--- src/rtl/mfw_pkg.sv ---
`default_nettype none

package mfw_pkg;

    // Window geometry
    localparam int RADIUS    = 1;
    localparam int MAX_WIDTH = 1024;
    localparam int SIDE      = 2 * RADIUS + 1;
    localparam int TAPS      = SIDE * SIDE;
    localparam int MID       = TAPS / 2;

    // Field and counter widths
    localparam int DATA_W  = 16;
    localparam int DIM_W   = 11;
    localparam int COL_W   = $clog2(MAX_WIDTH);
    localparam int WIDTH_W = $clog2(MAX_WIDTH + 1);
    localparam int POS_W   = WIDTH_W + 1;
    localparam int BANK_W  = $clog2(SIDE);
    localparam int LAG_W   = $clog2(RADIUS * MAX_WIDTH + RADIUS + 2);
    localparam int RANK_W  = $clog2(TAPS);

    // Configuration register indexes
    localparam int CFG_IDX_W = 1;
    localparam logic [CFG_IDX_W-1:0] REG_IMAGE_WIDTH  = 1'b0;
    localparam logic [CFG_IDX_W-1:0] REG_IMAGE_HEIGHT = 1'b1;

    localparam logic [DIM_W-1:0] WIDTH_RESET  = 11'd640;
    localparam logic [DIM_W-1:0] HEIGHT_RESET = 11'd480;

    // Input beat kinds
    localparam logic KIND_PIXEL = 1'b0;

    // Line bank holding the top window row at frame start: (0 - RADIUS) mod SIDE
    localparam logic [BANK_W-1:0] ROW_BASE_INIT = BANK_W'((SIDE - RADIUS) % SIDE);

    typedef logic signed [DATA_W-1:0] pix_t;
    typedef logic [COL_W-1:0]         col_t;
    typedef logic [BANK_W-1:0]        bank_t;

    // One emitted output position, issued at accept time
    typedef struct packed {
        logic  valid;
        logic  interior;
        logic  last;
        bank_t bank_base;
        col_t  rd_col;
    } emit_t;

    // Line store write of the accepted pixel
    typedef struct packed {
        logic  en;
        bank_t bank;
        col_t  col;
        pix_t  data;
    } wr_t;

    // Control that travels with a window down the pipe
    typedef struct packed {
        logic valid;
        logic interior;
        logic last;
    } stage_t;

    // Final result beat
    typedef struct packed {
        logic valid;
        logic last;
        pix_t median;
    } res_t;

    // Width in use: zero reads as one, clipped to the line store size
    function automatic logic [WIDTH_W-1:0] eff_width(input logic [DIM_W-1:0] v);
        int unsigned x;
        x = 32'(v);
        if (x == 0)
            x = 1;
        else if (x > MAX_WIDTH)
            x = MAX_WIDTH;
        return WIDTH_W'(x);
    endfunction

    function automatic logic [DIM_W-1:0] eff_height(input logic [DIM_W-1:0] v);
        return (v == '0) ? DIM_W'(1) : v;
    endfunction

    // Bank index add, modulo SIDE (both operands below SIDE)
    function automatic bank_t bank_add(input bank_t a, input bank_t b);
        logic [BANK_W:0] s;
        s = {1'b0, a} + {1'b0, b};
        if (s >= (BANK_W + 1)'(SIDE))
            s = s - (BANK_W + 1)'(SIDE);
        return s[BANK_W-1:0];
    endfunction

endpackage

`default_nettype wire

--- src/rtl/mfw_window.sv ---
`default_nettype none

module mfw_window (
    input  wire logic             clk,
    input  wire logic             rst_n,
    input  wire logic             adv,
    input  wire mfw_pkg::emit_t   emit,
    input  wire mfw_pkg::wr_t     wr,
    input  wire mfw_pkg::pix_t    ram_q [mfw_pkg::SIDE],
    output mfw_pkg::pix_t         taps  [mfw_pkg::TAPS],
    output mfw_pkg::stage_t       ctrl
);

    mfw_pkg::emit_t              s1_reg;
    logic [mfw_pkg::SIDE-1:0]    byp_hit_reg;
    mfw_pkg::pix_t               byp_data_reg;
    mfw_pkg::pix_t               win_reg [mfw_pkg::SIDE][mfw_pkg::SIDE];
    mfw_pkg::stage_t             s2_reg;
    mfw_pkg::pix_t               col [mfw_pkg::SIDE];

    // Stage 1: fetch in flight; catch a write to the fetched entry
    always_ff @(posedge clk or negedge rst_n)
    begin
        if (!rst_n)
        begin
            s1_reg <= '0;
        end
        else if (adv)
        begin
            s1_reg <= emit;
        end
    end

    always_ff @(posedge clk)
    begin
        if (adv)
        begin
            for (int b = 0; b < mfw_pkg::SIDE; b++)
            begin
                byp_hit_reg[b] <= wr.en && (wr.bank == mfw_pkg::BANK_W'(b)) &&
                                  (wr.col == emit.rd_col);
            end
            byp_data_reg <= wr.data;
        end
    end

    // Reorder banks into window rows, top row first
    always_comb
    begin
        for (int dy = 0; dy < mfw_pkg::SIDE; dy++)
        begin
            col[dy] = byp_hit_reg[mfw_pkg::bank_add(s1_reg.bank_base, mfw_pkg::BANK_W'(dy))]
                    ? byp_data_reg
                    : ram_q[mfw_pkg::bank_add(s1_reg.bank_base, mfw_pkg::BANK_W'(dy))];
        end
    end

    // Window shifts one column per output beat
    always_ff @(posedge clk)
    begin
        if (adv && s1_reg.valid)
        begin
            for (int dy = 0; dy < mfw_pkg::SIDE; dy++)
            begin
                for (int dx = 0; dx < mfw_pkg::SIDE - 1; dx++)
                begin
                    win_reg[dy][dx] <= win_reg[dy][dx+1];
                end
                win_reg[dy][mfw_pkg::SIDE-1] <= col[dy];
            end
        end
    end

    always_ff @(posedge clk or negedge rst_n)
    begin
        if (!rst_n)
        begin
            s2_reg <= '0;
        end
        else if (adv)
        begin
            s2_reg.valid    <= s1_reg.valid;
            s2_reg.interior <= s1_reg.interior;
            s2_reg.last     <= s1_reg.last;
        end
    end

    always_comb
    begin
        for (int dy = 0; dy < mfw_pkg::SIDE; dy++)
        begin
            for (int dx = 0; dx < mfw_pkg::SIDE; dx++)
            begin
                taps[dy*mfw_pkg::SIDE+dx] = win_reg[dy][dx];
            end
        end
        ctrl = s2_reg;
    end

endmodule

`default_nettype wire

--- config.mk ---
export PLATFORM = sky130hd
export DESIGN_NAME = mfw_window
export DESIGN_NICKNAME = d
export VERILOG_FILES = /design/src/rtl/mfw_pkg.sv /design/src/rtl/mfw_window.sv
export SDC_FILE = /design/constraint.sdc
export NUM_CORES = 1
export LEC_CHECK = 0
export ABC_AREA = 1
export BUFFER_PORTS_ARGS = -buffer_cell sky130_fd_sc_hd__buf_2
export CAP_MARGIN = 20
export CORE_ASPECT_RATIO = 2
export CORE_MARGIN = 5
export CORE_UTILIZATION = 55
export CTS_BUF_LIST = sky130_fd_sc_hd__clkbuf_16
export DETAILED_ROUTE_END_ITERATION = 7
export HOLD_SLACK_MARGIN = 0.12
export PLACE_DENSITY = 0.86
export SLEW_MARGIN = 20
export SYNTH_ARGS = -nofsm -noshare
export SYNTH_HDL_FRONTEND = slang
export SYNTH_SLANG_ARGS = --single-unit
--- constraint.sdc ---
create_clock -name clk -period 6.15 [get_ports clk]
set_clock_uncertainty 0.1 [all_clocks]
set_input_delay 1.23 -clock clk [delete_from_list [all_inputs] [get_ports clk]]
set_output_delay 1.23 -clock clk [all_outputs]
set_load 0.01 [all_outputs]
# Yosys cells after proc, flatten, opt, wreduce, memory -nomap -nowiden
# Memories as Yosys holds them, arrays and structs flattened.
# Index checks and enable logic that the tools add are counted.
# totals
regBits	27
mem_bits_rw	144
word_cells	61
n_memories	1
# op_classes
add_sub_neg	5
n_lt_le_gt_ge	9
n_eq_ne	3
muxes	23
bitwise	3
reduce_logical	8
# memory_table
name	words	width	read_ports	rd_ports_with_merged_regs	wr	line_no	source
win_reg	3	48	3	0	3	mfw_window.sv:17	mfw_pkg::pix_t win_reg [mfw_pkg::SIDE][mfw_pkg::SIDE];
# ops
cell	n
$mux 16	9
$bmux 16 s2	3
$eq 10x10->1	1
$ge 3x3->1 const B	3
$lt 2x3->1 const B	3
$not 2->3	3
$logic_and 1x1->1	7
$bmux 1 s2	3
$ge 3x2->1 const B	2
$mux 2	3
$sub 2x2->2 const B	3
$mux 1	5
$add 2x1->3 const B	1
$add 2x2->3 const B	1
$eq 2x1->1 const B	1
$eq 2x2->1 const B	1
$ge 2x2->1 const B	1
$logic_not 2->1	1

# Longest topological paths before layout
# depth
depth_word	8
depth_mapped	9

# Least setup slack after synthesis
# OpenSTA, ideal clock, no wires.
# synth_path
path_kind	in2reg
from	input adv
to	memory win_reg[0][0] (netlist name), enable pin
setup_ns	0.497
arrival_time_ns	4.065
path_slack_ns	1.488
path_stages	2
n_path_buf	0
cell_sequence	nand2_1 > inv_1
# synth_lines
item	line_no	source
start, declared	mfw_window.sv:6	input wire logic adv,
end, declared	mfw_window.sv:17	

==> flow_summary.toml <==
[sta]
max_freq_ghz = 0.287
final.period_utilization_pct = 56.7
finalWorstPathRequiredPeriod_ns = 3.48
setup_repair_after_global_routing_missed_its_margin = "false"
report.final.setup_viol = 0
slew-limit-headroom_pct = 34.5
timing_max_transition_violations_final = 0
worst-slew-pin-transition_ns = 0.980
timing_hold_violations_final = 0
fin_tns_setup_ns = 0

[yosys]
ys_seq_elements = 171
synth_top_family_by_area = "simple AND/OR/NAND/NOR gates"
synth_cells = 657
synthDistinctLibCells = 24
synth_simple_gate_area_share_pct = 14.1
post_synth.cell_area_avg_sq_um = 11.3
syn_nets = 754
synth.area.mux_share_pct = 0.152
synth_area_in_compound_gates_pct = 9.17
syn-cell-area_sq_um = 7420
synth-seq-area-share_pct = 68.7
synth.yosys.warnings = 0
synth_fa_ha_area_share_pct = 0.337
synth_xor_xnor_area_share_pct = 0

[cts]
clock_tree_from_tritoncts = "done"
insertion_delay_to_the_later_sink_of_the_worst_skew_pair_ns = 0.42
clk_transition_reported_paths_ns = 0.07
cts-resized-gates = 0
cts_post_setup_buffers_inserted = 0
cts_sinks = 171
cts-root-to-sink-buffers = 2
numCtsBuffers = 17
cts-hold-fix-buffers = 0
clockRootBuffer = "clkbuf_16"
htree_num_levels = 4

[detailed_routing]
vias_per_cell = 5.22
route.antenna.remaining_nets = 0
detailedRoute.firstIterationViolations = 341
remaining_drc_errors = 0
drt_pass1_iterations = 5
wl_per_cell_um = 16.1
detail_route.wirelength_um = 17000
detailroute.via_count = 5522

[grt]
grt_antenna_before_repair = 0
grt_start_max_net_pins = 113
global_route.usage.total_pct = 21.8
grt-ovfl-total = 0
first_global_vias = 5557
grt_first_pass_wirelength_um = 27400

[final_layout]
postLayoutCellArea_sq_um = 9200
n_antenna_cell = 0
most_frequent_cells_in_the_layout = "buf_2 (241), nand2_1 (174), edfxtp_1 (163), inv_1 (91), o21ai_0 (53)"
number_of_non_filler_instances_in_the_completed_layout = 1057
layout_area_growth_over_synthesis_pct = 24.0
post-route-util_pct = 68.9
mostFrequentLayoutCell = "buf_2"
num-nets-final = 987
layout-drive-gt1-share_pct = 35.1
largest_reg_flops = 144

[run]
timing.max_cap.violations = 0

[place]
place_congestion = 0.891
place.port_buffers = 241
postPlaceCellArea_sq_um = 8630
dpl.hpwl_um = 13000
placed_cells = 1026

[die]
die-width_um = 92.1
coreArea_sq_um = 13400
design.die.area_sq_um = 16100
row_count = 60
fp.dieH_um = 174
initial_utilization_pct = 55.5
number_of_placed_i_o_pins = 242

[power_and_ir_drop]
leakage_nw = 4.17
irDropWorstVdd_v = 0.000246
power.density_nw_per_um2 = 320

[setup_path]
crit_arrival_ns = 3.51
cp_max_fo = 34
worst_stage_delay_on_the_critical_path_ns = 0.77
setup.worst_path.class = "reg2reg"
critPathCaptureType = "register"
cp_data_required_time_ns = 6.18
critPathSlowestCell = "ha_1"
worst_setup_path_start_kind = "register"
worst_path_cell_chain = "inv_1 -> ha_1 -> inv_2 -> nand2_4 -> nor2_2 -> a21oi_4 -> o21ai_1"

[worst_hold_path]
holdCritPathClass = "reg2reg"

[status]
status = "finished, final reports clean"
==> final timing paths <==
path | end | cells after the start | slack (ns) | start
worst max-delay path | win_reg[0][0] | 7 | 2.67 | s1_reg[11]
worst min-delay path | win_reg[2][40] | 0 | 0.34 | win_reg[2][24]
worst max register to register | win_reg[0][0] | 7 | 2.67 | s1_reg[11]
worst min register to register | win_reg[2][40] | 0 | 0.34 | win_reg[2][24]
max in group asynchronous | ctrl[2] | 1 | 5.24 | rst_n
min in group asynchronous | ctrl[1] | 1 | 0.54 | rst_n
==> routing by layer <==
layer	vias to the layer above	share of wire (%)	global-route usage, %
met1	2527	34	23.2
li1	2687	-	-
met3	54	7.6	5.28
met4	0	5.3	13.0
met2	254	53	38.5
met5	-	0	0
==> worst max-delay path, delay by kind of cell (launching register included) <==
family / cells / cell delay, ns
fa+ha+maj: 1 / 0.77
compound gates: 2 / 0.90
buf+inv: 2 / 0.61
simple gates: 2 / 0.40
flops: 1 / 0.39
==> final cells by class <==
| class | count | area (sq um) |
|---|---|---|
| flip-flops and latches | 171 | 5090 |
| clock buffers | 17 | 425 |
| inverters | 95 | 362 |
| multi-input cells | 363 | 1770 |
| well taps | 155 | 194 |
| clock inverters | 14 | 146 |
| fillers | 1004 | 4160 |
| repair buffers | 242 | 1210 |
==> cell families after synthesis <==
group                    count (synthesis)
AO/OA/AOI/OAI                          109
adder cells (fa/ha/maj)                  2
buffers and inverters                  123
multiplexers                             1
AND/OR/NAND/NOR                        251
flip-flops                             171
==> cell usage after synthesis <==
cell / n / area share [%]
a21oi_1: 4 / 0.27
a21oi_2: 1 / 0.12
a21oi_4: 3 / 0.66
buf_1: 3 / 0.15
buf_2: 9 / 0.61
buf_4: 1 / 0.10
buf_6: 11 / 1.7
clkbuf_1: 4 / 0.20
dfrtp_1: 8 / 2.7
edfxtp_1: 163 / 66
ha_1: 2 / 0.34
inv_1: 92 / 4.7
inv_2: 3 / 0.15
mux2_2: 1 / 0.15
nand2_1: 174 / 8.8
nand2_2: 3 / 0.25
nand2_4: 3 / 0.46
nand3_1: 52 / 3.5
nor2_1: 13 / 0.66
nor2_2: 3 / 0.25
nor3_1: 3 / 0.20
o21ai_0: 53 / 3.6
o21ai_1: 22 / 1.5
o21ai_2: 26 / 3.1
==> report_power, final <==
part / leakage, nW / switching, W / internal, W
Combinational: 2.25 / 0.000323 / 0.000166
Clock: 0.278 / 0.000470 / 0.000539
Sequential: 1.64 / 0.0000382 / 0.00141
Total: 4.17 / 0.000831 / 0.00211
==> through the flow <==
step	hold WS, ns	power, W	setup slack (ns)
floorplan	0.363	0.00180	1.49
global placement	0.325	0.00194	2.45
detailed placement	0.329	0.00196	2.41
CTS	0.339	0.00296	2.72
global route	0.346	0.00308	2.43
finish	0.336	0.00294	2.67
Note: power is estimated with default switching activity, not from simulation.
