==> src/rtl/mfw_pkg.sv <==
`default_nettype none

package mfw_pkg;

    // Window geometry
    localparam int RADIUS    = 1;
    localparam int MAX_WIDTH = 1024;
    localparam int SIDE      = 2 * RADIUS + 1;
    localparam int TAPS      = SIDE * SIDE;
    localparam int MID       = TAPS / 2;

    // Field and counter widths
    localparam int DATA_W  = 16;
    localparam int DIM_W   = 11;
    localparam int COL_W   = $clog2(MAX_WIDTH);
    localparam int WIDTH_W = $clog2(MAX_WIDTH + 1);
    localparam int POS_W   = WIDTH_W + 1;
    localparam int BANK_W  = $clog2(SIDE);
    localparam int LAG_W   = $clog2(RADIUS * MAX_WIDTH + RADIUS + 2);
    localparam int RANK_W  = $clog2(TAPS);

    // Configuration register indexes
    localparam int CFG_IDX_W = 1;
    localparam logic [CFG_IDX_W-1:0] REG_IMAGE_WIDTH  = 1'b0;
    localparam logic [CFG_IDX_W-1:0] REG_IMAGE_HEIGHT = 1'b1;

    localparam logic [DIM_W-1:0] WIDTH_RESET  = 11'd640;
    localparam logic [DIM_W-1:0] HEIGHT_RESET = 11'd480;

    // Input beat kinds
    localparam logic KIND_PIXEL = 1'b0;

    // Line bank holding the top window row at frame start: (0 - RADIUS) mod SIDE
    localparam logic [BANK_W-1:0] ROW_BASE_INIT = BANK_W'((SIDE - RADIUS) % SIDE);

    typedef logic signed [DATA_W-1:0] pix_t;
    typedef logic [COL_W-1:0]         col_t;
    typedef logic [BANK_W-1:0]        bank_t;

    // One emitted output position, issued at accept time
    typedef struct packed {
        logic  valid;
        logic  interior;
        logic  last;
        bank_t bank_base;
        col_t  rd_col;
    } emit_t;

    // Line store write of the accepted pixel
    typedef struct packed {
        logic  en;
        bank_t bank;
        col_t  col;
        pix_t  data;
    } wr_t;

    // Control that travels with a window down the pipe
    typedef struct packed {
        logic valid;
        logic interior;
        logic last;
    } stage_t;

    // Final result beat
    typedef struct packed {
        logic valid;
        logic last;
        pix_t median;
    } res_t;

    // Width in use: zero reads as one, clipped to the line store size
    function automatic logic [WIDTH_W-1:0] eff_width(input logic [DIM_W-1:0] v);
        int unsigned x;
        x = 32'(v);
        if (x == 0)
            x = 1;
        else if (x > MAX_WIDTH)
            x = MAX_WIDTH;
        return WIDTH_W'(x);
    endfunction

    function automatic logic [DIM_W-1:0] eff_height(input logic [DIM_W-1:0] v);
        return (v == '0) ? DIM_W'(1) : v;
    endfunction

    // Bank index add, modulo SIDE (both operands below SIDE)
    function automatic bank_t bank_add(input bank_t a, input bank_t b);
        logic [BANK_W:0] s;
        s = {1'b0, a} + {1'b0, b};
        if (s >= (BANK_W + 1)'(SIDE))
            s = s - (BANK_W + 1)'(SIDE);
        return s[BANK_W-1:0];
    endfunction

endpackage

`default_nettype wire

==> src/rtl/mfw_median.sv <==
`default_nettype none

module mfw_median (
    input  wire logic             clk,
    input  wire logic             rst_n,
    input  wire logic             adv,
    input  wire mfw_pkg::pix_t    taps [mfw_pkg::TAPS],
    input  wire mfw_pkg::stage_t  ctrl,
    output mfw_pkg::res_t         res
);

    mfw_pkg::stage_t             a_reg;
    mfw_pkg::pix_t               vals_a_reg [mfw_pkg::TAPS];
    logic [mfw_pkg::TAPS-1:0]    ahead_a_reg [mfw_pkg::TAPS];
    mfw_pkg::stage_t             b_reg;
    mfw_pkg::pix_t               vals_b_reg [mfw_pkg::TAPS];
    logic [mfw_pkg::TAPS-1:0]    sel_b_reg;

    logic [mfw_pkg::TAPS-1:0]    ahead [mfw_pkg::TAPS];
    logic [mfw_pkg::RANK_W-1:0]  rank [mfw_pkg::TAPS];
    logic [mfw_pkg::TAPS-1:0]    sel;
    mfw_pkg::pix_t               pick;

    // Compare matrix: element j sorts ahead of element i (ties by position)
    always_comb
    begin
        for (int i = 0; i < mfw_pkg::TAPS; i++)
        begin
            for (int j = 0; j < mfw_pkg::TAPS; j++)
            begin
                ahead[i][j] = (j < i) ? (taps[j] <= taps[i]) : (taps[j] < taps[i]);
            end
        end
    end

    // Rank of each element; the middle rank is the median
    always_comb
    begin
        for (int i = 0; i < mfw_pkg::TAPS; i++)
        begin
            rank[i] = '0;
            for (int j = 0; j < mfw_pkg::TAPS; j++)
            begin
                rank[i] = rank[i] + mfw_pkg::RANK_W'(ahead_a_reg[i][j]);
            end
            sel[i] = rank[i] == mfw_pkg::RANK_W'(mfw_pkg::MID);
        end
    end

    always_ff @(posedge clk or negedge rst_n)
    begin
        if (!rst_n)
        begin
            a_reg <= '0;
            b_reg <= '0;
        end
        else if (adv)
        begin
            a_reg <= ctrl;
            b_reg <= a_reg;
        end
    end

    always_ff @(posedge clk)
    begin
        if (adv)
        begin
            vals_a_reg  <= taps;
            ahead_a_reg <= ahead;
            vals_b_reg  <= vals_a_reg;
            sel_b_reg   <= sel;
        end
    end

    // One-hot select; border pixels give zero
    always_comb
    begin
        pick = '0;
        for (int i = 0; i < mfw_pkg::TAPS; i++)
        begin
            pick = pick | (sel_b_reg[i] ? vals_b_reg[i] : mfw_pkg::pix_t'(0));
        end
        res.valid  = b_reg.valid;
        res.last   = b_reg.last;
        res.median = b_reg.interior ? pick : mfw_pkg::pix_t'(0);
    end

    // Border windows may hold stale or unwritten data, so only interior ones are checked
    a_sel_onehot: assert property (@(posedge clk) disable iff (!rst_n)
        b_reg.valid && b_reg.interior |-> $onehot(sel_b_reg))
        else $error("median select is not one-hot");

    a_pick_known: assert property (@(posedge clk) disable iff (!rst_n)
        b_reg.valid && b_reg.interior |-> !$isunknown(pick))
        else $error("interior median has unknown bits");

    a_border_zero: assert property (@(posedge clk) disable iff (!rst_n)
        b_reg.valid && !b_reg.interior |-> res.median == '0)
        else $error("border median is not zero");

endmodule

`default_nettype wire

==> config.mk <==
export PLATFORM = sky130hd
export DESIGN_NAME = mfw_median
export DESIGN_NICKNAME = d
export VERILOG_FILES = /design/src/rtl/mfw_pkg.sv /design/src/rtl/mfw_median.sv
export SDC_FILE = /design/constraint.sdc
export NUM_CORES = 1
export LEC_CHECK = 0
export BUFFER_PORTS_ARGS = -buffer_cell sky130_fd_sc_hd__buf_2
export CAP_MARGIN = 20
export CORE_MARGIN = 10
export CORE_UTILIZATION = 55
export DETAILED_ROUTE_END_ITERATION = 7
export PLACE_DENSITY = 0.76
export SLEW_MARGIN = 0
export SYNTH_ARGS = -nofsm -noshare
export SYNTH_HDL_FRONTEND = slang
export SYNTH_SLANG_ARGS = --single-unit
==> constraint.sdc <==
create_clock -name clk -period 2.83 [get_ports clk]
set_clock_uncertainty 0.15 [all_clocks]
set_input_delay 0 -clock clk [delete_from_list [all_inputs] [get_ports clk]]
set_output_delay 0 -clock clk [all_outputs]
set_load 0.01 [all_outputs]
**After elaboration in Yosys (flattened, before gate mapping)**

Index checks and enable logic that the tools add are counted.

- Order comparisons: 81
- Bitwise gates (word level): 8
- Mux-type cells: 10
- $add $sub $neg: 72
- Eq/ne operators: 9

Operator list:

| kind | number |
|---|---|
| 16-bit < comparator | 45 |
| 16-bit <= comparator | 36 |
| 4-bit by 1-bit adder with 4-bit output | 45 |
| 16-bit two-way mux | 10 |
| 16-bit bitwise OR | 8 |
| 3-bit by 1-bit adder with 4-bit output | 9 |
| 4-bit by 3-bit == test with 1-bit output, second input constant | 9 |
| 2-bit by 1-bit adder with 3-bit output | 9 |
| 1-bit by 1-bit adder with 2-bit output | 9 |

- Logic and storage cells: 214
- Register bits after elaboration: 384
- Output and inout bits: 18

**Depth between registers and ports, before layout**

- Word-level depth: 10
- Gate-level depth with buffers: 13

**Worst setup path before layout**

Ideal clock, no wire load.

- Kind: reg2reg
- From: register ahead_a_reg[27] (netlist bit)
- To: register sel_b_reg[5] (netlist bit), data pin
- Buffers on the path: 0
- Slack: -0.276 ns
- Cell stages (with the launch flop): 12
- Data required time: 2.425 ns
- Clock period less this slack: 3.106 ns
- Arrival time: 2.701 ns
- Cell sequence: edfxtp_1 inv_1 fa_1 inv_1 ha_1 inv_1 fa_1 inv_1 fa_1 inv_1 fa_1 and3b_1

- Word-level cells in the longest chain between the ends: 9

Ends and longest elaborated chain:

| element | RTL line | source |
|---|---|---|
| start, declared | mfw_median.sv:14 | `logic [mfw_pkg::TAPS-1:0] ahead_a_reg [mfw_pkg::TAPS];` |
| start signal, assigned | mfw_median.sv:69 | `ahead_a_reg <= ahead;` |
| 1-bit by 1-bit adder with 2-bit output | mfw_median.sv:44 | `rank[i] = rank[i] + mfw_pkg::RANK_W'(ahead_a_reg[i][j]);` |
| 2-bit by 1-bit adder with 3-bit output | mfw_median.sv:44 |  |
| 3-bit by 1-bit adder with 4-bit output | mfw_median.sv:44 |  |
| 4-bit by 1-bit adder with 4-bit output (5 in series) | mfw_median.sv:44 |  |
| 4-bit by 3-bit == test with 1-bit output | mfw_median.sv:46 | `sel[i] = rank[i] == mfw_pkg::RANK_W'(mfw_pkg::MID);` |
| net sel, one bit | mfw_median.sv:21 | `logic [mfw_pkg::TAPS-1:0] sel;` |
| end signal, assigned | mfw_median.sv:71 | `sel_b_reg <= sel;` |
| end, declared | mfw_median.sv:17 | `logic [mfw_pkg::TAPS-1:0] sel_b_reg;` |

The timed path passes the listed nets, and every way through them passes these cells.
A chain may end at the register's enable or synchronous reset.

**Worst setup path after layout**

- From: register ahead_a_reg[46] (netlist bit)
- To: register sel_b_reg[3] (netlist bit), data pin

Same word-level chain as after synthesis.

==> flow_summary.yaml <==
logic_synthesis:
  synth.area.top_cells: "edfxtp_1, ha_1, a21oi_1"
  synth.cells.most_frequent: "ha_1, edfxtp_1, inv_1"
  synth_seq_cells: 375
  netlist_area_um2: 27000
  synth_most_common_cell: "ha_1"
  synth_top_area_share: 0.411
  synthCells: 2394
  syn_nets: 3192
  synthArstFlopShare: 0.0160
  synth_flop_cell: "edfxtp_1"
  synth_edf_count: 369
  yosysWarnings: 0
  yosysUniqueCellTypes: 45
  ys_seq_area_frac: 0.416
  synth_top_area_cell: "edfxtp_1"
  postSynthAreaPerCell_um2: 11.3
placed_design:
  place_area_um2: 29200
  place_ws_ns: -0.351
  place.gp.congestion: 1.01
  dp_hpwl_mm: 74.5
  io_buffers: 167
  dp.cells: 3270
setup_path:
  endpoint_kind: "register"
  cp.arrival_ns: 3.36
  criticalPathCategory: "register to register"
  cp_max_fo: 2
  required_ns: 3.02
  crit_path_start_kind: "register"
min_path:
  hold_path.class: "input port to register"
cts:
  clk_path_buf_depth: 3
  cts_htree_levels: 2
  cts_root_buf: "clkbuf_16"
  worstSkewPairLatency_ns: 0.58
  cts_buffers: 40
  path_clk_slew_ns: 0.06
  cts_tree: "done"
  clkSinkCount: 375
power_and_ir_drop:
  peakVddDrop_mv: 0.417
  p_leak_nw: 14.9
  finalPower_mw: 17.5
  power_density_nw_per_um2: 547
timing:
  period_needed_ns: 3.17
  setup_ws_ns: -0.338
  slew_viol_final: 0
  setup-tns-final_ns: -2.44
  slew_headroom: 0.288
  worst_pin_slew_ns: 1.07
  hold_slack_ns: 0.00928
  fmax_mhz: 316
  timing.final.hold_violations: 0
  period_share: 1.12
  rsz0062_at_grt: "true"
  setup_viol: 9
final_layout:
  layout-drive-gt1-share: 0.121
  insertedDiodeCount: 0
  seqCellArea_um2: 11200
  utilization: 0.658
  finalNonFillerCells: 3492
  nFillCells: 3664
  area_growth_pct: 18.8
  fin_area_um2: 32100
  multiInputGateArea_um2: 14800
  nets: 3600
global_routing:
  grt_pass1_wl_mm: 140
  grtUsageMet3: 0.0471
  globalRouteMet2Util: 0.543
  gr-total-overflow: 0
  gr-max-usage-layer: "met2"
  grtUsageMet1: 0.403
  antenna_found_initial: 1
  gr-usage-all-layers: 0.332
  grt_pass1_vias: 22300
  grt_max_degree: 95
run_status:
  status: "finished, violations left"
  violations: "setup timing"
die:
  dieArea_um2: 58300
  fp.dieH_um: 241
  fp.coreArea_um2: 48700
  start_util: 0.553
  dieWidth_um: 241
  num_rows: 81
  io_pins: 168
routing:
  wl_mm: 96.9
  drc: 0
  avgViaCountPerCell: 6.32
  drt-initial-drc-count: 2302
  wire_per_inst_um: 27.7
  vias: 22100
  detail-route-antenna-nets: 0
  dr.pass1.iters: 5
job:
  maxCapViolCount: 0
[metal layers]
metal / part of all wire / up-vias / routed length [µm]
met5: 0 / - / 0
met2: 0.47 / 1140 / 45200
met1: 0.38 / 10700 / 36300
li1: - / 9958 / -
met4: 0.074 / 0 / 7200
met3: 0.084 / 281 / 8140
[logic make-up (layout without fill, tap and decap cells)]
logic type / count (synthesis) / after routing / synth area share
muxes: 5 / 5 / 0.00209
buffers and inverters: 280 / 714 / 0.0392
xor gates and xnor gates: 2 / 2 / 0.000649
adders and majority gates: 648 / 648 / 0.311
DFF: 375 / 375 / 0.416
AOI/OAI and AO/OA: 564 / 564 / 0.137
and+or+nand+nor: 520 / 520 / 0.0943
[power breakdown]
group	internal [mW]	switching (mW)
clock network	2.82	2.20
registers	6.73	0.368
logic	2.21	3.21
[worst max-delay path, cell delays in order (launching register included)]
cell and delay, ns:
edfxtp_1 0.43, ha_4 0.30, inv_2 0.04, fa_1 0.48
fa_1 0.50, inv_1 0.05, fa_2 0.34, inv_2 0.06
fa_1 0.39, and3b_1 0.18
[area by class of cell]
cell class | instances | area share
inverter | 260 | 0.0304
clock inverter | 16 | 0.00550
multi-input combinational | 1739 | 0.463
sequential | 375 | 0.350
tap | 664 | 0.0259
clock buffer | 52 | 0.0326
timing repair buffer | 386 | 0.0920
[path summary, 6_finish.rpt]
| check | startpoint | endpoint | slack (ns) | cells after the start |
|---|---|---|---|---|
| max in group asynchronous | rst_n | res[17]$_DFFE_PN0P_ | 2.13 | 3 |
| worst max-delay path | ahead_a_reg[46]$_DFFE_PP_ | sel_b_reg[3]$_DFFE_PP_ | -0.34 | 9 |
| worst max register to register | ahead_a_reg[46]$_DFFE_PP_ | sel_b_reg[3]$_DFFE_PP_ | -0.34 | 9 |
| min in group asynchronous | rst_n | a_reg[0]$_DFFE_PN0P_ | 0.19 | 3 |
| worst min register to register | vals_a_reg[128]$_DFFE_PP_ | vals_b_reg[128]$_DFFE_PP_ | 0.26 | 0 |
| worst min-delay path | taps[128] | vals_a_reg[128]$_DFFE_PP_ | 0.009 | 2 |
[timing repair]
action                                  in CTS  in global routing
endpoints found under the hold margin      263                  0
endpoints found under the setup margin       9                  9
hold buffers                               153                  0
pin swaps                                   20                  8
gates resized for setup                     18                 13
setup buffers                                1                  0
[layout by cell type (no fill, tap or decap), types with 6 or more instances in the layout]
cell,count
dfrtp_1,6
a22o_1,16
buf_4,60
nand3_1,11
nor2b_1,10
or3_1,32
fa_1,26
a221oi_1,45
a31oi_1,45
nor2_1,98
edfxtp_1,369
a21oi_1,196
clkbuf_16,40
nand2_1,166
nand2b_1,28
a22oi_1,16
clkbuf_1,12
o211a_1,33
o211ai_1,6
nand4_1,79
inv_1,239
o21ai_0,79
dlygate4sd3_1,153
buf_12,6
and3b_1,7
a222oi_1,16
nor4_1,7
ha_4,7
buf_2,166
a21o_1,101
ha_1,602
nor3_1,62
fa_2,10
inv_2,21
No activity file was read; power rests on OpenSTA's default activity.
