$ cat src/rtl/mfw_pkg.sv
`default_nettype none

package mfw_pkg;

    // Window geometry
    localparam int RADIUS    = 1;
    localparam int MAX_WIDTH = 1024;
    localparam int SIDE      = 2 * RADIUS + 1;
    localparam int TAPS      = SIDE * SIDE;
    localparam int MID       = TAPS / 2;

    // Field and counter widths
    localparam int DATA_W  = 16;
    localparam int DIM_W   = 11;
    localparam int COL_W   = $clog2(MAX_WIDTH);
    localparam int WIDTH_W = $clog2(MAX_WIDTH + 1);
    localparam int POS_W   = WIDTH_W + 1;
    localparam int BANK_W  = $clog2(SIDE);
    localparam int LAG_W   = $clog2(RADIUS * MAX_WIDTH + RADIUS + 2);
    localparam int RANK_W  = $clog2(TAPS);

    // Configuration register indexes
    localparam int CFG_IDX_W = 1;
    localparam logic [CFG_IDX_W-1:0] REG_IMAGE_WIDTH  = 1'b0;
    localparam logic [CFG_IDX_W-1:0] REG_IMAGE_HEIGHT = 1'b1;

    localparam logic [DIM_W-1:0] WIDTH_RESET  = 11'd640;
    localparam logic [DIM_W-1:0] HEIGHT_RESET = 11'd480;

    // Input beat kinds
    localparam logic KIND_PIXEL = 1'b0;

    // Line bank holding the top window row at frame start: (0 - RADIUS) mod SIDE
    localparam logic [BANK_W-1:0] ROW_BASE_INIT = BANK_W'((SIDE - RADIUS) % SIDE);

    typedef logic signed [DATA_W-1:0] pix_t;
    typedef logic [COL_W-1:0]         col_t;
    typedef logic [BANK_W-1:0]        bank_t;

    // One emitted output position, issued at accept time
    typedef struct packed {
        logic  valid;
        logic  interior;
        logic  last;
        bank_t bank_base;
        col_t  rd_col;
    } emit_t;

    // Line store write of the accepted pixel
    typedef struct packed {
        logic  en;
        bank_t bank;
        col_t  col;
        pix_t  data;
    } wr_t;

    // Control that travels with a window down the pipe
    typedef struct packed {
        logic valid;
        logic interior;
        logic last;
    } stage_t;

    // Final result beat
    typedef struct packed {
        logic valid;
        logic last;
        pix_t median;
    } res_t;

    // Width in use: zero reads as one, clipped to the line store size
    function automatic logic [WIDTH_W-1:0] eff_width(input logic [DIM_W-1:0] v);
        int unsigned x;
        x = 32'(v);
        if (x == 0)
            x = 1;
        else if (x > MAX_WIDTH)
            x = MAX_WIDTH;
        return WIDTH_W'(x);
    endfunction

    function automatic logic [DIM_W-1:0] eff_height(input logic [DIM_W-1:0] v);
        return (v == '0) ? DIM_W'(1) : v;
    endfunction

    // Bank index add, modulo SIDE (both operands below SIDE)
    function automatic bank_t bank_add(input bank_t a, input bank_t b);
        logic [BANK_W:0] s;
        s = {1'b0, a} + {1'b0, b};
        if (s >= (BANK_W + 1)'(SIDE))
            s = s - (BANK_W + 1)'(SIDE);
        return s[BANK_W-1:0];
    endfunction

endpackage

`default_nettype wire

$ cat src/rtl/mfw_ctrl.sv
`default_nettype none

module mfw_ctrl (
    input  wire logic                           clk,
    input  wire logic                           rst_n,
    input  wire logic                           cfg_we,
    input  wire logic [mfw_pkg::CFG_IDX_W-1:0]  cfg_index,
    input  wire logic [mfw_pkg::DIM_W-1:0]      cfg_wdata,
    input  wire logic                           acc,
    input  wire logic                           kind,
    input  wire mfw_pkg::pix_t                  pixel,
    output mfw_pkg::emit_t                      emit,
    output mfw_pkg::wr_t                        wr
);

    logic [mfw_pkg::WIDTH_W-1:0] width_reg;
    logic [mfw_pkg::DIM_W-1:0]   height_reg;
    logic [mfw_pkg::DIM_W-1:0]   in_row_reg;
    mfw_pkg::col_t               in_col_reg;
    mfw_pkg::bank_t              in_bank_reg;
    logic [mfw_pkg::DIM_W-1:0]   out_row_reg;
    mfw_pkg::col_t               out_col_reg;
    mfw_pkg::bank_t              row_base_reg;
    logic [mfw_pkg::LAG_W-1:0]   lag_reg;

    logic                        full;
    logic                        pix_wr;
    logic                        in_col_end;
    logic [mfw_pkg::DIM_W-1:0]   in_row_after;
    logic [mfw_pkg::LAG_W-1:0]   lag_inc;
    logic [mfw_pkg::LAG_W-1:0]   thr;
    logic                        emit_fire;
    logic [mfw_pkg::POS_W-1:0]   col_ahead;
    logic [mfw_pkg::POS_W-1:0]   width_ext;
    logic [mfw_pkg::POS_W-1:0]   rd_col_pos;
    logic                        wrap;
    logic                        out_col_end;
    logic                        out_last;
    logic                        row_inner;
    logic                        col_inner;
    logic                        cfg_hit;

    // Input side: frame fill and line store write
    always_comb
    begin
        full         = in_row_reg >= height_reg;
        pix_wr       = acc && (kind == mfw_pkg::KIND_PIXEL) && !full;
        in_col_end   = (mfw_pkg::WIDTH_W'(in_col_reg) + mfw_pkg::WIDTH_W'(1)) == width_reg;
        in_row_after = in_col_end ? in_row_reg + mfw_pkg::DIM_W'(1) : in_row_reg;
        lag_inc      = lag_reg + mfw_pkg::LAG_W'(1);
        thr          = mfw_pkg::LAG_W'(mfw_pkg::RADIUS) * mfw_pkg::LAG_W'(width_reg)
                     + mfw_pkg::LAG_W'(mfw_pkg::RADIUS);
        emit_fire    = acc && (full || (pix_wr && ((in_row_after >= height_reg) ||
                                                   (lag_inc > thr))));
    end

    // Output side: position, border test and column to fetch
    always_comb
    begin
        width_ext   = mfw_pkg::POS_W'(width_reg);
        col_ahead   = mfw_pkg::POS_W'(out_col_reg) + mfw_pkg::POS_W'(mfw_pkg::RADIUS);
        wrap        = col_ahead >= width_ext;
        rd_col_pos  = wrap ? col_ahead - width_ext : col_ahead;
        out_col_end = (mfw_pkg::WIDTH_W'(out_col_reg) + mfw_pkg::WIDTH_W'(1)) == width_reg;
        out_last    = out_col_end && (out_row_reg == height_reg - mfw_pkg::DIM_W'(1));
        row_inner   = (out_row_reg >= mfw_pkg::DIM_W'(mfw_pkg::RADIUS)) &&
                      (({1'b0, out_row_reg} + (mfw_pkg::DIM_W + 1)'(mfw_pkg::RADIUS)) <
                       {1'b0, height_reg});
        col_inner   = (out_col_reg >= mfw_pkg::COL_W'(mfw_pkg::RADIUS)) && !wrap;

        emit.valid     = emit_fire;
        emit.interior  = row_inner && col_inner;
        emit.last      = out_last;
        emit.bank_base = wrap ? mfw_pkg::bank_add(row_base_reg, mfw_pkg::BANK_W'(1))
                              : row_base_reg;
        emit.rd_col    = mfw_pkg::COL_W'(rd_col_pos);

        wr.en   = pix_wr;
        wr.bank = in_bank_reg;
        wr.col  = in_col_reg;
        wr.data = pixel;
    end

    // Register decode
    always_comb
    begin
        case (cfg_index)
            mfw_pkg::REG_IMAGE_WIDTH:  cfg_hit = cfg_we;
            mfw_pkg::REG_IMAGE_HEIGHT: cfg_hit = cfg_we;
            default:                   cfg_hit = 1'b0;
        endcase
    end

    // Counters; a register write or the last output restarts the frame
    always_ff @(posedge clk or negedge rst_n)
    begin
        if (!rst_n)
        begin
            width_reg    <= mfw_pkg::eff_width(mfw_pkg::WIDTH_RESET);
            height_reg   <= mfw_pkg::eff_height(mfw_pkg::HEIGHT_RESET);
            in_row_reg   <= '0;
            in_col_reg   <= '0;
            in_bank_reg  <= '0;
            out_row_reg  <= '0;
            out_col_reg  <= '0;
            row_base_reg <= mfw_pkg::ROW_BASE_INIT;
            lag_reg      <= '0;
        end
        else if (cfg_hit || (emit_fire && out_last))
        begin
            if (cfg_hit)
            begin
                case (cfg_index)
                    mfw_pkg::REG_IMAGE_WIDTH:  width_reg  <= mfw_pkg::eff_width(cfg_wdata);
                    mfw_pkg::REG_IMAGE_HEIGHT: height_reg <= mfw_pkg::eff_height(cfg_wdata);
                    default: ;
                endcase
            end
            in_row_reg   <= '0;
            in_col_reg   <= '0;
            in_bank_reg  <= '0;
            out_row_reg  <= '0;
            out_col_reg  <= '0;
            row_base_reg <= mfw_pkg::ROW_BASE_INIT;
            lag_reg      <= '0;
        end
        else
        begin
            if (pix_wr)
            begin
                if (in_col_end)
                begin
                    in_col_reg  <= '0;
                    in_row_reg  <= in_row_after;
                    in_bank_reg <= mfw_pkg::bank_add(in_bank_reg, mfw_pkg::BANK_W'(1));
                end
                else
                begin
                    in_col_reg <= in_col_reg + mfw_pkg::COL_W'(1);
                end
            end
            if (emit_fire)
            begin
                if (out_col_end)
                begin
                    out_col_reg  <= '0;
                    out_row_reg  <= out_row_reg + mfw_pkg::DIM_W'(1);
                    row_base_reg <= mfw_pkg::bank_add(row_base_reg, mfw_pkg::BANK_W'(1));
                end
                else
                begin
                    out_col_reg <= out_col_reg + mfw_pkg::COL_W'(1);
                end
            end
            if (pix_wr && !emit_fire)
            begin
                lag_reg <= lag_inc;
            end
            else if (!pix_wr && emit_fire)
            begin
                lag_reg <= lag_reg - mfw_pkg::LAG_W'(1);
            end
        end
    end

    // Positions stay inside the row, lag never runs past the window reach
    a_in_col_range: assert property (@(posedge clk) disable iff (!rst_n)
        mfw_pkg::WIDTH_W'(in_col_reg) < width_reg)
        else $error("input column past row end");

    a_out_col_range: assert property (@(posedge clk) disable iff (!rst_n)
        mfw_pkg::WIDTH_W'(out_col_reg) < width_reg)
        else $error("output column past row end");

    a_lag_bound: assert property (@(posedge clk) disable iff (!rst_n)
        lag_reg <= thr)
        else $error("pending pixel count beyond window reach");

endmodule

`default_nettype wire

$ cat config.mk
export PLATFORM = sky130hd
export DESIGN_NAME = mfw_ctrl
export DESIGN_NICKNAME = d
export VERILOG_FILES = /design/src/rtl/mfw_pkg.sv /design/src/rtl/mfw_ctrl.sv
export SDC_FILE = /design/constraint.sdc
export NUM_CORES = 1
export LEC_CHECK = 0
export BUFFER_PORTS_ARGS = -buffer_cell sky130_fd_sc_hd__buf_2
export CAP_MARGIN = 20
export CORE_MARGIN = 5
export CORE_UTILIZATION = 40
export CTS_BUF_LIST = sky130_fd_sc_hd__clkbuf_4 sky130_fd_sc_hd__clkbuf_8
export DETAILED_ROUTE_END_ITERATION = 8
export SLEW_MARGIN = 20
export SYNTH_ARGS = -nofsm -noshare
export SYNTH_HDL_FRONTEND = slang
export SYNTH_SLANG_ARGS = --single-unit
$ cat constraint.sdc
create_clock -name clk -period 5.2 [get_ports clk]
set_input_delay 0.26 -clock clk [delete_from_list [all_inputs] [get_ports clk]]
set_output_delay 0.26 -clock clk [all_outputs]
set_load 0.02 [all_outputs]
After elaboration in Yosys (flattened, before gate mapping) --
Index checks and enable logic that the tools add are counted.
Storage, ports and cells: bits in registers 79, input bits 33, output and inout bits 44, logic and storage cells 98
Operators by class: $add $sub $neg 17, magnitude comparators 10, equality and inequality tests 3, muxes and demuxes 29, bitwise gates (word level) 2, reduce and logical (&&, ||, !) cells 28
Operator list (count):
- 11-bit two-way mux | 13
- 10-bit two-way mux | 7
- 11-bit by 1-bit adder with 11-bit output, second input constant | 4
- 10-bit by 1-bit adder with 11-bit output, second input constant | 3
- 11-bit == test | 3
- 11-bit >= comparator | 3
- 11-bit by 1-bit subtractor with 11-bit output, second input constant | 2
- 10-bit by 1-bit adder with 10-bit output, second input constant | 2
- 2-bit two-way mux | 9
- 11-bit by 1-bit adder with 12-bit output, second input constant | 1
- 12-bit by 11-bit less-than comparator with 1-bit output | 1
- 11-bit by 1-bit >= comparator with 1-bit output, second input constant | 1
- 11-bit greater-than comparator | 1
- 11-bit greater-than comparator, second input constant | 1
- 1-bit logical AND | 11
- 11-bit logical NOT | 1
- 10-bit by 1-bit >= comparator with 1-bit output, second input constant | 1
- 10-bit subtractor | 1
- 2-bit nonzero test | 4
- 2-bit by 1-bit adder with 3-bit output, second input constant | 2
- 3-bit by 2-bit >= comparator with 1-bit output, second input constant | 2
- 3-bit AND reduction | 2
- 1-bit logical NOT | 4
- 2-bit AND reduction | 2
- 4 further kinds | 8

Logic depth before layout (Yosys ltp) --
word-level depth 12, mapped depth 21, mapped depth without buffers 18

Worst setup path before layout --
Ideal clock, no wire load.
kind flip-flop to flip-flop, start reg in_col_reg[0], end reg out_row_reg[0] in the netlist's numbering, library setup time 83 ps, data arrival time 4297 ps, required time 5117 ps, setup slack 820 ps, cell stages (with the launch flop) 21, buffers on the path 3, clock period less this slack 4380 ps, cell sequence dfrtp_1 -> ha_1 -> buf_2 -> and4_1 -> a21oi_1 -> or3_1 -> a21oi_1 -> o2111ai_4 -> clkbuf_1 -> nor2_1 -> xor2_1 -> ha_1 -> a21oi_1 -> o21ai_0 -> a221oi_1 -> o21a_1 -> o211ai_1 -> clkbuf_1 -> a31oi_1 -> nand2_1 -> o21ai_0
On the way: word-level cells in the longest chain between the ends 12, elaborated cells on any way between the ends 14, classes of those cells 1 x add/sub; 1 x order compare; 1 x eq/ne; 2 x mux; 9 x reduce/logical
Ends and longest elaborated chain:
- from (decl) | line mfw_ctrl.sv:19 | mfw_pkg::col_t in_col_reg;
- from (signal assigned) | line mfw_ctrl.sv:139 | in_col_reg <= in_col_reg + mfw_pkg::COL_W'(1);
- 10-bit by 1-bit adder with 11-bit output (*) | line mfw_ctrl.sv:48 | in_col_end = (mfw_pkg::WIDTH_W'(in_col_reg) + mfw_pkg::WIDTH_W'(1)) == width_reg;
- 11-bit == test (*) | line mfw_ctrl.sv:48
- 11-bit two-way mux (*) | line mfw_ctrl.sv:49 | in_row_after = in_col_end ? in_row_reg + mfw_pkg::DIM_W'(1) : in_row_reg;
- 11-bit >= comparator (*) | line mfw_ctrl.sv:53 | emit_fire = acc && (full || (pix_wr && ((in_row_after >= height_reg) ||
- 1-bit logical OR (*) | line mfw_ctrl.sv:53
- 1-bit logical AND (*) | line mfw_ctrl.sv:53
- 1-bit logical OR (*) | line mfw_ctrl.sv:53
- 1-bit logical AND (*) | line mfw_ctrl.sv:53
- 1-bit logical AND | line mfw_ctrl.sv:109 | else if (cfg_hit || (emit_fire && out_last))
- 1-bit logical OR | line mfw_ctrl.sv:109
- 2-bit nonzero test (no line)
- 2-bit AND reduction (no line)
- to (signal assigned) | line mfw_ctrl.sv:147 | out_row_reg <= out_row_reg + mfw_pkg::DIM_W'(1);
- to (decl) | line mfw_ctrl.sv:21 | logic [mfw_pkg::DIM_W-1:0] out_row_reg;
Every way passes the cells marked *; elsewhere a longest branch is shown, timed or not. A chain may end at the register's enable or synchronous reset.

==> impl_metrics.yaml <==
run_status:
  status: "completed"
drt:
  wl_per_cell_um: 16.82
  top_layer: "met4"
  wl_met1_mm: 8.587
  via_count: 5778
  wl_met2_mm: 8.306
  dr_wl_met3_um: 525
  first_pass_iters: 5
  drc: 0
  drt_iter0_markers: 292
  wl_mm: 17.73
  drt.antenna.violating_nets: 0
  viasPerCell: 5.482
worst_setup_path:
  path_max_fanout: 18
  r2r_cells: 18
  critPathArrivalTime_ns: 4.50
  r2r-start: "in_col_reg[0]$_DFFE_PN0P_"
  rr_endpoint: "in_col_reg[9]$_DFFE_PN0P_"
  crit_required_ns: 4.94
  r2r_slack_ns: 0.70
  crit_type: "register to output port"
  critPathLaunchType: "register"
  cp-end-kind: "output port"
power:
  ir_worst_vdd_mv: 0.1331
  p_per_area_nw_per_um2: 220.8
  power_leakage_nw: 3.574
placed_design:
  dp_cells: 1037
  dpl.hpwl_mm: 13.47
  portBuffers: 44
  place_congestion: 0.8469
  place_ws_ns: 0.5730
timing:
  fin_crit_sh: 0.9156
  post-route-min-period_ns: 4.761
  rsz0062_at_grt: "no"
  hold_viol_final: 0
  slew_headroom: 0.4044
  clock_skew_ns: 0.01172
  fmax_mhz: 210.0
  setup_viol: 0
  setup_ws_ns: 0.4390
  slew_violations: 0
  tns_ns: 0
  max_slew.worst_pin.slew_ns: 0.8810
synth:
  synth_warnings: 0
  syn-num-nets: 921
  synth.avg_cell_area_um2: 8.623
  async_flop_share: 1.000
  synth.most_common_cell: "dfrtp_1"
  synth_edf_count: 0
  synth_area_leaders: "dfrtp_1 (25%), ha_1 (12%), xor2_1 (6.4%)"
  syn_inst: 820
  synth_commonest_cells: "dfrtp_1 (72), ha_1 (67), nand2_1 (61), nor2_1 (59), xor2_1 (52)"
  yosysTopAreaCell: "dfrtp_1"
  ys_seq_elements: 79
  netlist_area_um2: 7071
  yosysTopAreaCellShare: 0.2548
  ys.flop_type: "dfrtp_1"
  ys_seq_area_frac: 0.2808
  synth.distinct_cells: 70
clock_tree:
  cts_buffer_depth: 2
  htree_levels: 3
  path_clk_slew_ns: 0.09
  cts_tree: "built"
  clock_latency_ns: 0.38
  numCtsBuffers: 9
  clk_root_buffer_cell: "clkbuf_8"
  cts_sinks: 79
  cts_setup_buffers: 0
die:
  start_util: 0.4088
  fp.dieW_um: 143.0
  std_cell_rows: 48
  ios: 77
  coreArea_um2: 17300
  die_y_um: 143.0
  die-area_um2: 20430
job:
  drv_cap: 0
cells_and_area:
  multiInputGateArea_um2: 4579
  seq_area_um2: 1986
  nFillCells: 1747
  final_cells: 1054
  drive_gt1_frac: 0.1435
  antenna_cells: 0
  area_delta_synth_final_pct: 6.371
  nets: 925
min_path:
  hold_path_depth: 2
  min-delay-start: "cfg_wdata[6]"
  hold_class: "input pin to register"
  whs_endpoint: "width_reg[6]$_DFFE_PN0P_"
global_route:
  grt_pass1_vias: 5727
  grt_use_total: 0.1776
  antenna_found_initial: 0
  grt_overflow_total: 0
  grt_pass1_wl_mm: 29.19
  grt_max_degree: 55
critical path: stages (launching register included):
cell and delay (ns):
dfrtp_1 0.47, ha_2 0.31, and4_1 0.27, a21oi_1 0.09
or3_1 0.35, a21oi_1 0.25, o2111ai_4 0.22, buf_4 0.27
nor3_1 0.24, xor2_1 0.17, ha_1 0.26, a21o_1 0.18
a21oi_1 0.13, o21a_1 0.20, o211ai_1 0.14, buf_4 0.21
nand2_1 0.15, inv_1 0.05, buf_2 0.15
how the worst max path moves through the flow:
stage,depth (start not counted),start,endpoint
floorplan,20,in_col_reg[0]$_DFFE_PN0P_,out_row_reg[0]$_DFFE_PN0P_
global placement,18,in_col_reg[0]$_DFFE_PN0P_,in_row_reg[4]$_DFFE_PN0P_
detailed placement,18,in_col_reg[0]$_DFFE_PN0P_,in_col_reg[9]$_DFFE_PN0P_
CTS,18,in_col_reg[0]$_DFFE_PN0P_,emit[14]
global route,19,in_col_reg[0]$_DFFE_PN0P_,emit[14]
finish,18,in_col_reg[0]$_DFFE_PN0P_,emit[14]
area by class of cell:
cell class / count / share of cell area
clock inverter: 6 / 0.01131
tap: 225 / 0.03743
inverter: 42 / 0.02096
clock buffer: 10 / 0.01747
sequential: 79 / 0.2640
timing repair buffer: 54 / 0.03993
multi-input combinational: 638 / 0.6089
per-stage QoR:
| stage | power [mW] | hold WS (ns) | area [µm²] | util |
|---|---|---|---|---|
| floorplan | 1.043 | -0.03559 | 7071 | - |
| global placement | 1.144 | 0.2014 | 7287 | 0.4213 |
| detailed placement | 1.148 | 0.2004 | 7287 | 0.4213 |
| CTS | 1.683 | 0.1370 | 7513 | 0.4344 |
| global route | 1.767 | 0.1453 | 7521 | 0.4348 |
| finish | 1.661 | 0.1639 | 7521 | 0.4348 |
routing by layer:
metal  vias up  global-route usage
met4         0             0.05953
met3        23             0.02880
met1      2777              0.2397
met5         -                   0
met2        85              0.2903
li1       2893                   -
layout by cell type, fill, tap and decap left out, types with 4 or more instances in the layout:
master / Yosys / layout
a211oi_1: 7 / 6
a21o_1: 11 / 11
a21oi_1: 44 / 44
a22o_1: 6 / 6
a22oi_1: 7 / 7
a31oi_1: 5 / 5
and3_1: 26 / 26
and4_1: 4 / 4
buf_2: 8 / 43
buf_4: 27 / 10
clkbuf_8: 0 / 9
dfrtp_1: 72 / 72
dfstp_2: 7 / 7
ha_1: 67 / 66
inv_1: 42 / 42
mux2_2: 25 / 25
mux2i_1: 4 / 4
nand2_1: 61 / 61
nand2b_1: 13 / 13
nand3_1: 42 / 42
nand4_1: 10 / 10
nor2_1: 59 / 59
nor2b_1: 6 / 6
nor3_1: 15 / 15
nor4_1: 16 / 16
o21a_1: 6 / 6
o21ai_0: 42 / 42
or3_1: 7 / 7
xnor2_1: 46 / 46
xor2_1: 52 / 52
cell families after synthesis:
kind of cell | synth area share
and+or+nand+nor | 0.2118
buffers and inverters | 0.07255
DFF | 0.2808
AOI/OAI and AO/OA | 0.1465
xor gates and xnor gates | 0.1214
muxes | 0.04548
adders and majority gates | 0.1214
report_power, final:
part           switching (mW)  total (mW)  leakage, nW  internal, mW
clock network           0.249       0.523        0.106         0.274
registers              0.0536       0.701         1.05         0.648
logic                   0.252       0.436         2.42         0.185
repair_timing:
item / 4_1_cts / 5_1_grt
endpoints found under the setup margin: 0 / 1
hold endpoints to repair: 25 / 0
gates resized for setup: 0 / 2
hold buffers: 1 / 0
Note: power is estimated with default switching activity, not from simulation.
